### src/rtl/mar_pkg.sv
// Shared constants and types for the moving average ring.
`default_nettype none
package mar_pkg;

  localparam int WINDOW_MAX = 64;
  localparam int SAMPLE_W   = 16;
  localparam int ADDR_W     = $clog2(WINDOW_MAX);
  localparam int CNT_W      = $clog2(WINDOW_MAX + 1);
  localparam int TOTAL_W    = SAMPLE_W + ADDR_W;
  localparam int STEP_W     = $clog2(TOTAL_W);
  localparam int WINDOW_RST = 64;

  typedef struct packed {
    logic                      done;
    logic signed [TOTAL_W-1:0] total;
    logic [CNT_W-1:0]          fill;
  } ring_status_t;

endpackage
`default_nettype wire

### src/rtl/mar_ring.sv
// Ring buffer store with running total, write position and fill count.
`default_nettype none
module mar_ring (
  input  wire logic                            clk,
  input  wire logic                            rst,
  input  wire logic                            clear,
  input  wire logic                            step,
  input  wire logic signed [mar_pkg::SAMPLE_W-1:0] sample,
  input  wire logic [mar_pkg::CNT_W-1:0]       size,
  output mar_pkg::ring_status_t                status
);

  logic signed [mar_pkg::SAMPLE_W-1:0] mem [mar_pkg::WINDOW_MAX];
  logic signed [mar_pkg::SAMPLE_W-1:0] rd_data;
  logic signed [mar_pkg::SAMPLE_W-1:0] sample_q;
  logic signed [mar_pkg::SAMPLE_W-1:0] old_word;
  logic signed [mar_pkg::TOTAL_W-1:0]  total;
  logic signed [mar_pkg::TOTAL_W-1:0]  total_next;
  logic [mar_pkg::ADDR_W-1:0]          wp;
  logic [mar_pkg::ADDR_W-1:0]          wp_next;
  logic [mar_pkg::CNT_W-1:0]           fc;
  logic [mar_pkg::CNT_W-1:0]           fc_next;
  logic                                upd;
  logic                                done;

  // entries at or past the fill count were not written since the last clear
  always_comb begin
    old_word   = (fc < size) ? '0 : rd_data;
    total_next = total
               + {{(mar_pkg::TOTAL_W-mar_pkg::SAMPLE_W){sample_q[mar_pkg::SAMPLE_W-1]}},
                  sample_q}
               - {{(mar_pkg::TOTAL_W-mar_pkg::SAMPLE_W){old_word[mar_pkg::SAMPLE_W-1]}},
                  old_word};
    fc_next    = (fc < size) ? fc + mar_pkg::CNT_W'(1) : fc;
    wp_next    = (({1'b0, wp} + mar_pkg::CNT_W'(1)) >= size) ? '0
               : wp + mar_pkg::ADDR_W'(1);
  end

  always_ff @(posedge clk) begin
    if (upd) begin
      mem[wp] <= sample_q;
    end
    rd_data <= mem[wp];
    if (step) begin
      sample_q <= sample;
    end
  end

  always_ff @(posedge clk) begin
    if (rst || clear) begin
      total <= '0;
      wp    <= '0;
      fc    <= '0;
      upd   <= 1'b0;
      done  <= 1'b0;
    end else begin
      upd  <= step;
      done <= upd;
      if (upd) begin
        total <= total_next;
        wp    <= wp_next;
        fc    <= fc_next;
      end
    end
  end

  assign status.done  = done;
  assign status.total = total;
  assign status.fill  = fc;

endmodule
`default_nettype wire

### src/rtl/mar_div.sv
// Bit-serial restoring divider: signed total by fill count, toward zero.
`default_nettype none
module mar_div (
  input  wire logic                               clk,
  input  wire logic                               rst,
  input  wire logic                               start,
  input  wire logic signed [mar_pkg::TOTAL_W-1:0] dividend,
  input  wire logic [mar_pkg::CNT_W-1:0]          divisor,
  input  wire logic                               take,
  output logic                                    res_valid,
  output logic signed [mar_pkg::SAMPLE_W-1:0]     quotient
);

  typedef enum logic [2:0] {
    D_IDLE = 3'b001,
    D_RUN  = 3'b010,
    D_DONE = 3'b100
  } div_state_t;

  div_state_t                  state;
  logic [mar_pkg::TOTAL_W-1:0] q;
  logic [mar_pkg::TOTAL_W-1:0] q_neg;
  logic [mar_pkg::CNT_W-1:0]   dvs;
  logic [mar_pkg::CNT_W-1:0]   rem;
  logic [mar_pkg::CNT_W:0]     trial;
  logic [mar_pkg::CNT_W:0]     diff;
  logic                        qbit;
  logic                        neg;
  logic [mar_pkg::STEP_W-1:0]  cnt;

  // one quotient bit per cycle; dividend bits shift out as quotient bits shift in
  always_comb begin
    trial = {rem, q[mar_pkg::TOTAL_W-1]};
    diff  = trial - {1'b0, dvs};
    qbit  = (trial >= {1'b0, dvs});
    q_neg = '0 - q;
  end

  always_ff @(posedge clk) begin
    case (state)
      D_IDLE: begin
        if (start) begin
          q   <= dividend[mar_pkg::TOTAL_W-1] ? mar_pkg::TOTAL_W'(-dividend)
                                               : mar_pkg::TOTAL_W'(dividend);
          neg <= dividend[mar_pkg::TOTAL_W-1];
          dvs <= divisor;
          rem <= '0;
        end
      end
      D_RUN: begin
        rem <= qbit ? diff[mar_pkg::CNT_W-1:0] : trial[mar_pkg::CNT_W-1:0];
        q   <= {q[mar_pkg::TOTAL_W-2:0], qbit};
      end
      default: begin
      end
    endcase
  end

  always_ff @(posedge clk) begin
    if (rst) begin
      state <= D_IDLE;
      cnt   <= '0;
    end else begin
      case (state)
        D_IDLE: begin
          if (start) begin
            state <= D_RUN;
            cnt   <= '0;
          end
        end
        D_RUN: begin
          cnt <= cnt + mar_pkg::STEP_W'(1);
          if (cnt == mar_pkg::STEP_W'(mar_pkg::TOTAL_W - 1)) begin
            state <= D_DONE;
          end
        end
        D_DONE: begin
          if (take) begin
            state <= D_IDLE;
          end
        end
        default: begin
          state <= D_IDLE;
        end
      endcase
    end
  end

  assign res_valid = (state == D_DONE);
  assign quotient  = neg ? q_neg[mar_pkg::SAMPLE_W-1:0] : q[mar_pkg::SAMPLE_W-1:0];

endmodule
`default_nettype wire

### src/rtl/moving_average_ring.sv
// Top level of the moving average ring: handshakes, window register, control.
//
// Usage notes:
// - Input channel: sample_valid / sample_ready / sample. A word is taken when
//   valid and ready are both high. One word is in work at a time.
// - Output channel: result_valid / result_ready / average / samples_held.
//   One result word per sample, held in an output register until taken.
// - Configuration: cfg_wr_en writes cfg_wr_data into window_size (7 bits) and
//   empties the window (total, fill count, write position). Write only idle.
//   Size zero acts as one; sizes above 64 act as 64.
// - Sequence from sample accept to result_valid: total update (buffer read
//   happens on the accept edge), divider load, bit-serial divide (one quotient
//   bit per cycle), then handoff to the output register. A new sample is not
//   taken until the divider result has been handed off.
// - Stall: if the result register is still full, the divider holds its result
//   until result_ready frees it; sample_ready stays low until then. A new
//   sample may be taken while a finished result waits in the output register.
// - Reset (rst, synchronous): window size 64, window empty, no result pending.
`default_nettype none
module moving_average_ring (
  input  wire logic                                clk,
  input  wire logic                                rst,
  input  wire logic                                cfg_wr_en,
  input  wire logic [mar_pkg::CNT_W-1:0]           cfg_wr_data,
  input  wire logic                                sample_valid,
  output logic                                     sample_ready,
  input  wire logic signed [mar_pkg::SAMPLE_W-1:0] sample,
  output logic                                     result_valid,
  input  wire logic                                result_ready,
  output logic signed [mar_pkg::SAMPLE_W-1:0]      average,
  output logic [mar_pkg::CNT_W-1:0]                samples_held
);

  typedef enum logic [2:0] {
    S_IDLE = 3'b001,
    S_RING = 3'b010,
    S_DIV  = 3'b100
  } ctl_state_t;

  ctl_state_t                          state;
  logic [mar_pkg::CNT_W-1:0]           window_size;
  logic [mar_pkg::CNT_W-1:0]           size_eff;
  logic [mar_pkg::CNT_W-1:0]           fill_hold;
  mar_pkg::ring_status_t               ring_st;
  logic                                step;
  logic                                div_start;
  logic                                div_valid;
  logic                                div_take;
  logic signed [mar_pkg::SAMPLE_W-1:0] div_q;

  // zero means one sample, anything past the store depth saturates
  always_comb begin
    if (window_size == '0) begin
      size_eff = mar_pkg::CNT_W'(1);
    end else if (window_size > mar_pkg::CNT_W'(mar_pkg::WINDOW_MAX)) begin
      size_eff = mar_pkg::CNT_W'(mar_pkg::WINDOW_MAX);
    end else begin
      size_eff = window_size;
    end
  end

  assign sample_ready = (state == S_IDLE);
  assign step         = sample_valid && sample_ready;
  assign div_start    = (state == S_RING) && ring_st.done;
  // output register frees up on the same edge it is taken
  assign div_take     = (state == S_DIV) && div_valid && (!result_valid || result_ready);

  mar_ring u_ring (
    .clk    (clk),
    .rst    (rst),
    .clear  (cfg_wr_en),
    .step   (step),
    .sample (sample),
    .size   (size_eff),
    .status (ring_st)
  );

  mar_div u_div (
    .clk       (clk),
    .rst       (rst),
    .start     (div_start),
    .dividend  (ring_st.total),
    .divisor   (ring_st.fill),
    .take      (div_take),
    .res_valid (div_valid),
    .quotient  (div_q)
  );

  always_ff @(posedge clk) begin
    if (rst) begin
      window_size <= mar_pkg::CNT_W'(mar_pkg::WINDOW_RST);
    end else if (cfg_wr_en) begin
      window_size <= cfg_wr_data;
    end
  end

  always_ff @(posedge clk) begin
    if (rst) begin
      state <= S_IDLE;
    end else begin
      case (state)
        S_IDLE: begin
          if (step) begin
            state <= S_RING;
          end
        end
        S_RING: begin
          if (ring_st.done) begin
            state <= S_DIV;
          end
        end
        S_DIV: begin
          if (div_take) begin
            state <= S_IDLE;
          end
        end
        default: begin
          state <= S_IDLE;
        end
      endcase
    end
  end

  // fill count goes with the divide it feeds
  always_ff @(posedge clk) begin
    if (div_start) begin
      fill_hold <= ring_st.fill;
    end
    if (div_take) begin
      average      <= div_q;
      samples_held <= fill_hold;
    end
  end

  always_ff @(posedge clk) begin
    if (rst) begin
      result_valid <= 1'b0;
    end else if (div_take) begin
      result_valid <= 1'b1;
    end else if (result_ready) begin
      result_valid <= 1'b0;
    end
  end

endmodule
`default_nettype wire
### config.mk
export PLATFORM = sky130hd
export DESIGN_NAME = moving_average_ring
export DESIGN_NICKNAME = d
export VERILOG_FILES = /design/src/rtl/mar_pkg.sv /design/src/rtl/mar_ring.sv /design/src/rtl/mar_div.sv /design/src/rtl/moving_average_ring.sv
export SDC_FILE = /design/constraint.sdc
export NUM_CORES = 1
export LEC_CHECK = 0
export BUFFER_PORTS_ARGS = -buffer_cell sky130_fd_sc_hd__buf_2
export CORE_MARGIN = 1
export CORE_UTILIZATION = 50
export CTS_CLUSTER_DIAMETER = 200
export DETAILED_ROUTE_END_ITERATION = 12
export PLACE_DENSITY = 0.65
export SETUP_SLACK_MARGIN = 0.1
export SYNTH_ARGS = -nofsm -noshare
export SYNTH_HDL_FRONTEND = slang
export SYNTH_SLANG_ARGS = --single-unit
### constraint.sdc
create_clock -name clk -period 6.26 [get_ports clk]
set_input_delay 0.626 -clock clk [delete_from_list [all_inputs] [get_ports clk]]
set_output_delay 0.626 -clock clk [all_outputs]
set_load 0.05 [all_outputs]
### Word level (Yosys, flattened, before mapping)

Memory sizes are Yosys's and may differ from the RTL's. A register that Yosys moved wholly into a read port is not among the register bits.
Cells that the tools add are included.

* flip-flop bits (word level): 139
* bits in writable memories: 1024
* bits of input ports: 28
* output and inout port bits: 25
* memories kept: 1

* add/sub/neg operators: 9
* magnitude comparators: 4
* equality and inequality tests: 13
* mux-type cells: 24
* reduce and logical (&&, ||, !) cells: 15

Memory list
* u_ring.mem: words 64, bits a word 16, rd ports 1, clocked after memory_dff 1, wr ports 1, line mar_ring.sv:13 `logic signed [mar_pkg::SAMPLE_W-1:0] mem [mar_pkg::WINDOW_MAX];`

Operators by type and width (number)
* 22-bit two-way mux: 2
* 22-bit one-hot mux with 2 select lines: 1
* 16-bit two-way mux: 2
* 7-bit two-way mux: 4
* 22-bit adder: 1
* 22-bit negation: 1
* 22-bit subtractor: 1
* 3-bit one-hot mux with 3 select lines: 2
* 1-bit by 16-bit subtractor with 16-bit output (first input constant): 1
* 3-bit two-way mux: 5
* 7-bit one-hot mux with 2 select lines: 1
* 5-bit one-hot mux with 2 select lines: 1
* 8-bit by 7-bit greater-or-equal comparator with 1-bit output: 1
* 2-bit by 1-bit inequality test with 1-bit output (second input constant): 4
* 6-bit by 1-bit adder with 7-bit output (second input constant): 1
* 7-bit by 1-bit adder with 7-bit output (second input constant): 1
* 7-bit greater-or-equal comparator: 1
* 7-bit > comparator (second input constant): 1
* 7-bit logical NOT: 1
* 7-bit less-than comparator: 1
* 7-bit subtractor: 1
* 6-bit by 1-bit adder with 6-bit output (second input constant): 1
* 3-bit by 1-bit == test with 1-bit output (second input constant): 2
* 3-bit by 2-bit == test with 1-bit output (second input constant): 2
* 13 further kinds: 26

### Longest topological paths before layout

* word-level depth: 6
* depth in mapped cells: 22

### Cells and area by module

From an unflattened synthesis, not the netlist that was laid out.

* cell total of the unflattened synthesis: 3001
* area, all modules: 48348.9 µm²

By module, submodules not included
* mar_ring: instances 1, cells each 2601, area each 43978.4 µm², sequential area each 32291.0 µm²
* mar_div: instances 1, cells each 312, area each 2947.8 µm², sequential area each 1271.2 µm²
* moving_average_ring: instances 1, cells each 88, area each 1422.6 µm², sequential area each 1121.1 µm²

### Worst setup path after synthesis

OpenSTA, ideal clock, no wires.

* path kind: reg2reg
* start: reg window_size[6] in the netlist's numbering
* end: reg u_ring.total[21] in the netlist's numbering
* setup time: 72 ps
* data arrival time: 4522 ps
* required time: 6188 ps
* slack: 1666 ps
* cell stages (with the launch flop): 21
* period minus slack after synthesis: 4594 ps
* path through: dfxtp_1 -> inv_2 -> nand2_1 -> ha_1 -> o21a_1 -> o21ai_0 -> a21oi_1 -> o21bai_1 -> nand2_1 -> clkbuf_1 -> and2_1 -> fa_1 -> inv_1 -> ha_1 -> a21oi_1 -> o21ai_2 -> a311oi_2 -> a311oi_1 -> or4_1 -> a21boi_1 -> mux2i_1

* cells in the longest elaborated chain, start to end: 6
* elaborated cells on any way between the ends: 7

RTL lines
* from (decl): line moving_average_ring.sv:41 `logic [mar_pkg::CNT_W-1:0] window_size;`
* from (signal assigned): line moving_average_ring.sv:91 `window_size <= mar_pkg::CNT_W'(mar_pkg::WINDOW_RST);`
* from (signal assigned): line moving_average_ring.sv:93 `window_size <= cfg_wr_data;`
* 7-bit > comparator: line moving_average_ring.sv:55 `end else if (window_size > mar_pkg::CNT_W'(mar_pkg::WINDOW_MAX)) begin`
* 7-bit two-way mux: line moving_average_ring.sv:55
* 7-bit two-way mux (*): line moving_average_ring.sv:53 `if (window_size == '0) begin`
* 7-bit less-than comparator (*): line mar_ring.sv:28 `old_word = (fc < size) ? '0 : rd_data;`
* 16-bit two-way mux (*): line mar_ring.sv:28
* 22-bit subtractor (*): line mar_ring.sv:32 `- {{(mar_pkg::TOTAL_W-mar_pkg::SAMPLE_W){old_word[mar_pkg::SAMPLE_W-1]}},`
* to (signal assigned): line mar_ring.sv:60 `total <= total_next;`
* to (decl): line mar_ring.sv:17 `logic signed [mar_pkg::TOTAL_W-1:0] total;`

Mark *: on every way between the ends. The rest lies on a longest branch, timed or not.
A chain may end at the register's enable or synchronous reset.

### Worst setup path after layout

Ends and elaborated chain as after synthesis.

==> summary.md <==
| Metric | Value |
|---|---|
| Internal | `0.0128 W` |
| Initial Util | `50.6%` |
| Tot Pwr | `0.0161 W` |
| Hold endpoint | `u_ring.sample_q[3]` |
| Synth Net Count | `3,050` |
| Hold Path Class | `input pin to flop` |
| Yosys reg bits | `1,179` |
| Non-Filler Instances | `4,453` |
| Net Sw Frac | `20.9%` |
| Placed cell count | `~4,200` |
| Grt total ovfl | `0` |
| RSZ-0062 raised after global routing | `false` |
| Synth cell types | `83` |
| Most frequent cells in the layout | `edfxtp_1 (1,107), nor2_1 (200), mux2i_1 (138)` |
| Total buffers and inverters traversed by the critical path | `2` |
| Die X | `312 um` |
| Clock Path Buffers | `3` |
| Clk pwr share | `42.5%` |
| Worst Skew | `47.6 ps` |
| Largest net degree at the start of global routing | `77` |
| Number of synthesized flops with an enable pin | `1,107` |
| # hold bufs at CTS | `0` |
| Critical R2R Capture | `u_ring.total[21]` |
| Delay-heaviest family, CP | `compound AO/OA/AOI/OAI gates` |
| Worst setup EP type | `flop` |
| Switching pwr | `between 0.003 and 0.004 W` |
| Fin Setup TNS | `0 ps` |
| DR pass1 iterations | `6` |
| Pre-CTS WS | `888 ps` |
| Actual slew at the worst max-slew pin | `1210 ps` |
| Max Slew Vio Count | `0` |
| Largest cells by area after synthesis | `edfxtp_1 (69%), mux4_2 (3.9%), dfxtp_1 (3.0%)` |
| Diode count | `0` |
| Logic gate share of total power | `3.7%` |
| Routed vias/inst | `roughly 6.3` |
| Fin crit share | `87.3%` |
| Mapped Area | `0.0481 mm2` |
| Number of max-cap violations | `0` |
| Flop pwr share | `a little over half` |
| Async SR Flop Fraction | `0%` |
| Max_slew headroom | `between 10% and 20%` |
| Slowest cell delay on critical path | `530 ps` |
| Initial antenna violation count | `1` |
| Die outline height | `approximately 310 um` |
| Launching point of the worst reg2reg path | `window_size[6]` |
| DRT antenna net count | `0` |
| FF-to-FF setup slack | `790 ps` |
| Area occupied by multi-input gates | `0.0122 mm2` |
| Register Area | `~0.035 mm2` |
| H-tree depth | `3` |
| Gpl congestion | `0.935` |
| Final Hold Viols | `0` |
| First-pass GRT wire length | `190,000 um` |
| R2R cell count | `19` |
| Fill count | `7,286` |
| Post-placement cell area | `0.0501 mm2` |
| DRC viols | `0` |
| DR vias | `28,100` |
| # Post-CTS Setup Buffers | `0` |
| Clk Latency, worst-skew pair | `~710 ps` |
| First DRT Iteration DRCs | `3,744` |
| Register area share after synthesis | `roughly 70%` |
| Yosys top cell area share | `69.1%` |
| Cell taking the most area after synthesis | `edfxtp_1` |
| Total clock sinks | `1,179` |
| WL final | `about 130,000 um` |
| Io pins | `53` |
| Fin crit period | `5470 ps` |
| Number of global-route vias before repair | `27,700` |
| Final setup margin | `793 ps` |
| Final setup violation count | `0` |
| CP max FO | `15` |
| GRT Util Overall | `26.8%` |
| Final instance area | `0.0539 mm2` |
| Ratio of cells with drive above 1 in the final layout | `between 10% and 20%` |
| Die area | `0.0974 mm2` |
| Slowest cell on the critical path | `or4_1` |
| DPL Wire Length | `approximately 80,000 um` |
| Input/output buffers | `52` |
| YS warnings | `0` |
| FP Rows | `113` |
| Syn Inst Count | `between 2,000 and 3,000` |
| Critical Path RT | `6860 ps` |
| WL/cell | `about 30 um` |
| Fmax achieved | `about 180 MHz` |
| Critical path arrival | `just over 6000 ps` |
| HP Start | `sample[3]` |
| Worst-case vdd ir drop | `about 0.00023 V` |
| Hold path depth | `1` |
| Syn Area/Cell | `16.3 um2` |
| Main synth FF type | `edfxtp_1` |
| Power per cell area | `299 mW/mm2` |
| Crit path kind | `flop to flop` |
| Commonest non-fill, non-tap cell in the layout | `edfxtp_1` |
| CTS tree | `done` |
| Cell Chain, Critical Path | `inv_2 > nand2_1 > ha_1 > o21a_1 > o21ai_0 > a21oi_1 > o21bai_1 > nand2_1 > and2_1 > fa_1 > inv_1 > ha_1 > a21o_1 > o21a_1 > a311oi_2 > a311oi_1 > or4_1 > a21boi_1 > mux2i_1` |
| Status | `completed` |
| Leak | `between 15 and 20 nW` |
| Final nets | `roughly 3,200` |
| CTS buffer count | `115` |
| Core area | `0.0952 mm2` |
| CTS root buf | `clkbuf_16` |
| Reg clk slew, reported paths | `roughly 60 ps` |
| Syn-to-layout area delta | `12.0%` |
| CP Launch Type | `flop` |
| Post_cts resized | `0` |
-- sequential cells by signal (all words and copies together), names as in the netlist --
name             count
u_ring.rd_data      16
u_div.q             22
u_div.dvs            7
u_ring.mem        1024
window_size          7
u_div.state          3
samples_held         7
u_ring.done          1
average             16
fill_hold            7
u_ring.wp            6
result_valid         1
u_div.cnt            5
u_div.rem            7
state                3
u_ring.total        22
u_ring.sample_q     16
u_ring.fc            7
u_ring.upd           1
u_div.neg            1
-- synth_stat cells, drive strengths merged (5+ instances only) --
cell and instances:
a22o 16, xor2 26, fa 22, nand3b 6, nand2b 5, nor2b 15, o21a 18, inv 98
or4 9, a21o 10, a31oi 11, ha 48, o211ai 12, mux2i 138, xnor2 34, and2 19
a221oi 117, nor4 5, o221ai 7, o31ai 7, dfxtp 72, nor3 20, a21boi 6, a21oi 98
mux2 77, o22a 13, or3 9, mux4 84, o21ai 98, nand4 11, buf 115, nand3 25
o22ai 75, a22oi 68, clkbuf 48, nand2 125, edfxtp 1107, nor3b 8, and3 11, a211oi 13
nor2 205
-- cell type report --
class                      count  share of cell area [%]
clock buffer                 140                    5.61
timing repair buffer         187                    2.43
inverter                      98                   0.683
clock inverter                72                    1.33
sequential                  1179                    64.4
multi-input combinational   1512                    22.6
tap                         1265                    2.94
-- per-stage QoR --
step	hold slack [ps]	utilization, %
after floorplan	400	-
after global placement	404	52.7
after detailed placement	406	52.7
after CTS	66.5	56.6
after global routing	74.8	56.6
final	96.4	56.6
-- cell families after synthesis --
family                   synth area share, %
adder cells (fa/ha/maj)                 2.16
AND/OR/NAND/NOR                         4.54
AO/OA/AOI/OAI                           8.83
buffers and inverters                   2.65
XOR/XNOR                                1.09
multiplexers                            8.62
flip-flops                              72.1
-- per-layer routing --
layer | global-route usage, % | share of wire [%]
met1 | 35.9 | 38
met3 | 6.24 | 10
met2 | 43.0 | 47
met4 | 10.0 | 4.1
met5 | 0 | 0
-- power groups by stage --
| stage | logic (W) | clock network, W | registers [W] |
|---|---|---|---|
| after floorplan | 0.000327 | 0 | 0.00890 |
| after global routing | 0.000653 | 0.00721 | 0.00867 |
| final | 0.000604 | 0.00685 | 0.00867 |
| after detailed placement | 0.000595 | 0 | 0.00884 |
| after CTS | 0.000597 | 0.00693 | 0.00867 |
| after global placement | 0.000578 | 0 | 0.00884 |
-- worst reg2reg max path, stage by stage (launching register included) --
cell,delay (ps)
dfxtp_1,340
inv_2,130
nand2_1,100
ha_1,290
o21a_1,180
o21ai_0,350
a21oi_1,70
o21bai_1,490
nand2_1,440
and2_1,320
fa_1,490
inv_1,40
ha_1,330
a21o_1,210
o21a_1,210
a311oi_2,330
a311oi_1,180
or4_1,530
a21boi_1,170
mux2i_1,180
-- worst max-delay path by stage --
stage | startpoint | to | slack (ps) | depth (start not counted)
2_1_floorplan | window_size[6] | u_ring.total[21] | 1670 | 20
3_3_place_gp | window_size[6] | u_ring.total[21] | 1100 | 19
3_5_place_dp | window_size[6] | u_ring.total[21] | 890 | 19
4_1_cts | window_size[6] | u_ring.total[21] | 860 | 19
5_1_grt | window_size[6] | u_ring.total[21] | 470 | 19
6_report | window_size[6] | u_ring.total[21] | 790 | 19
Power figures use the tool's default switching activity.
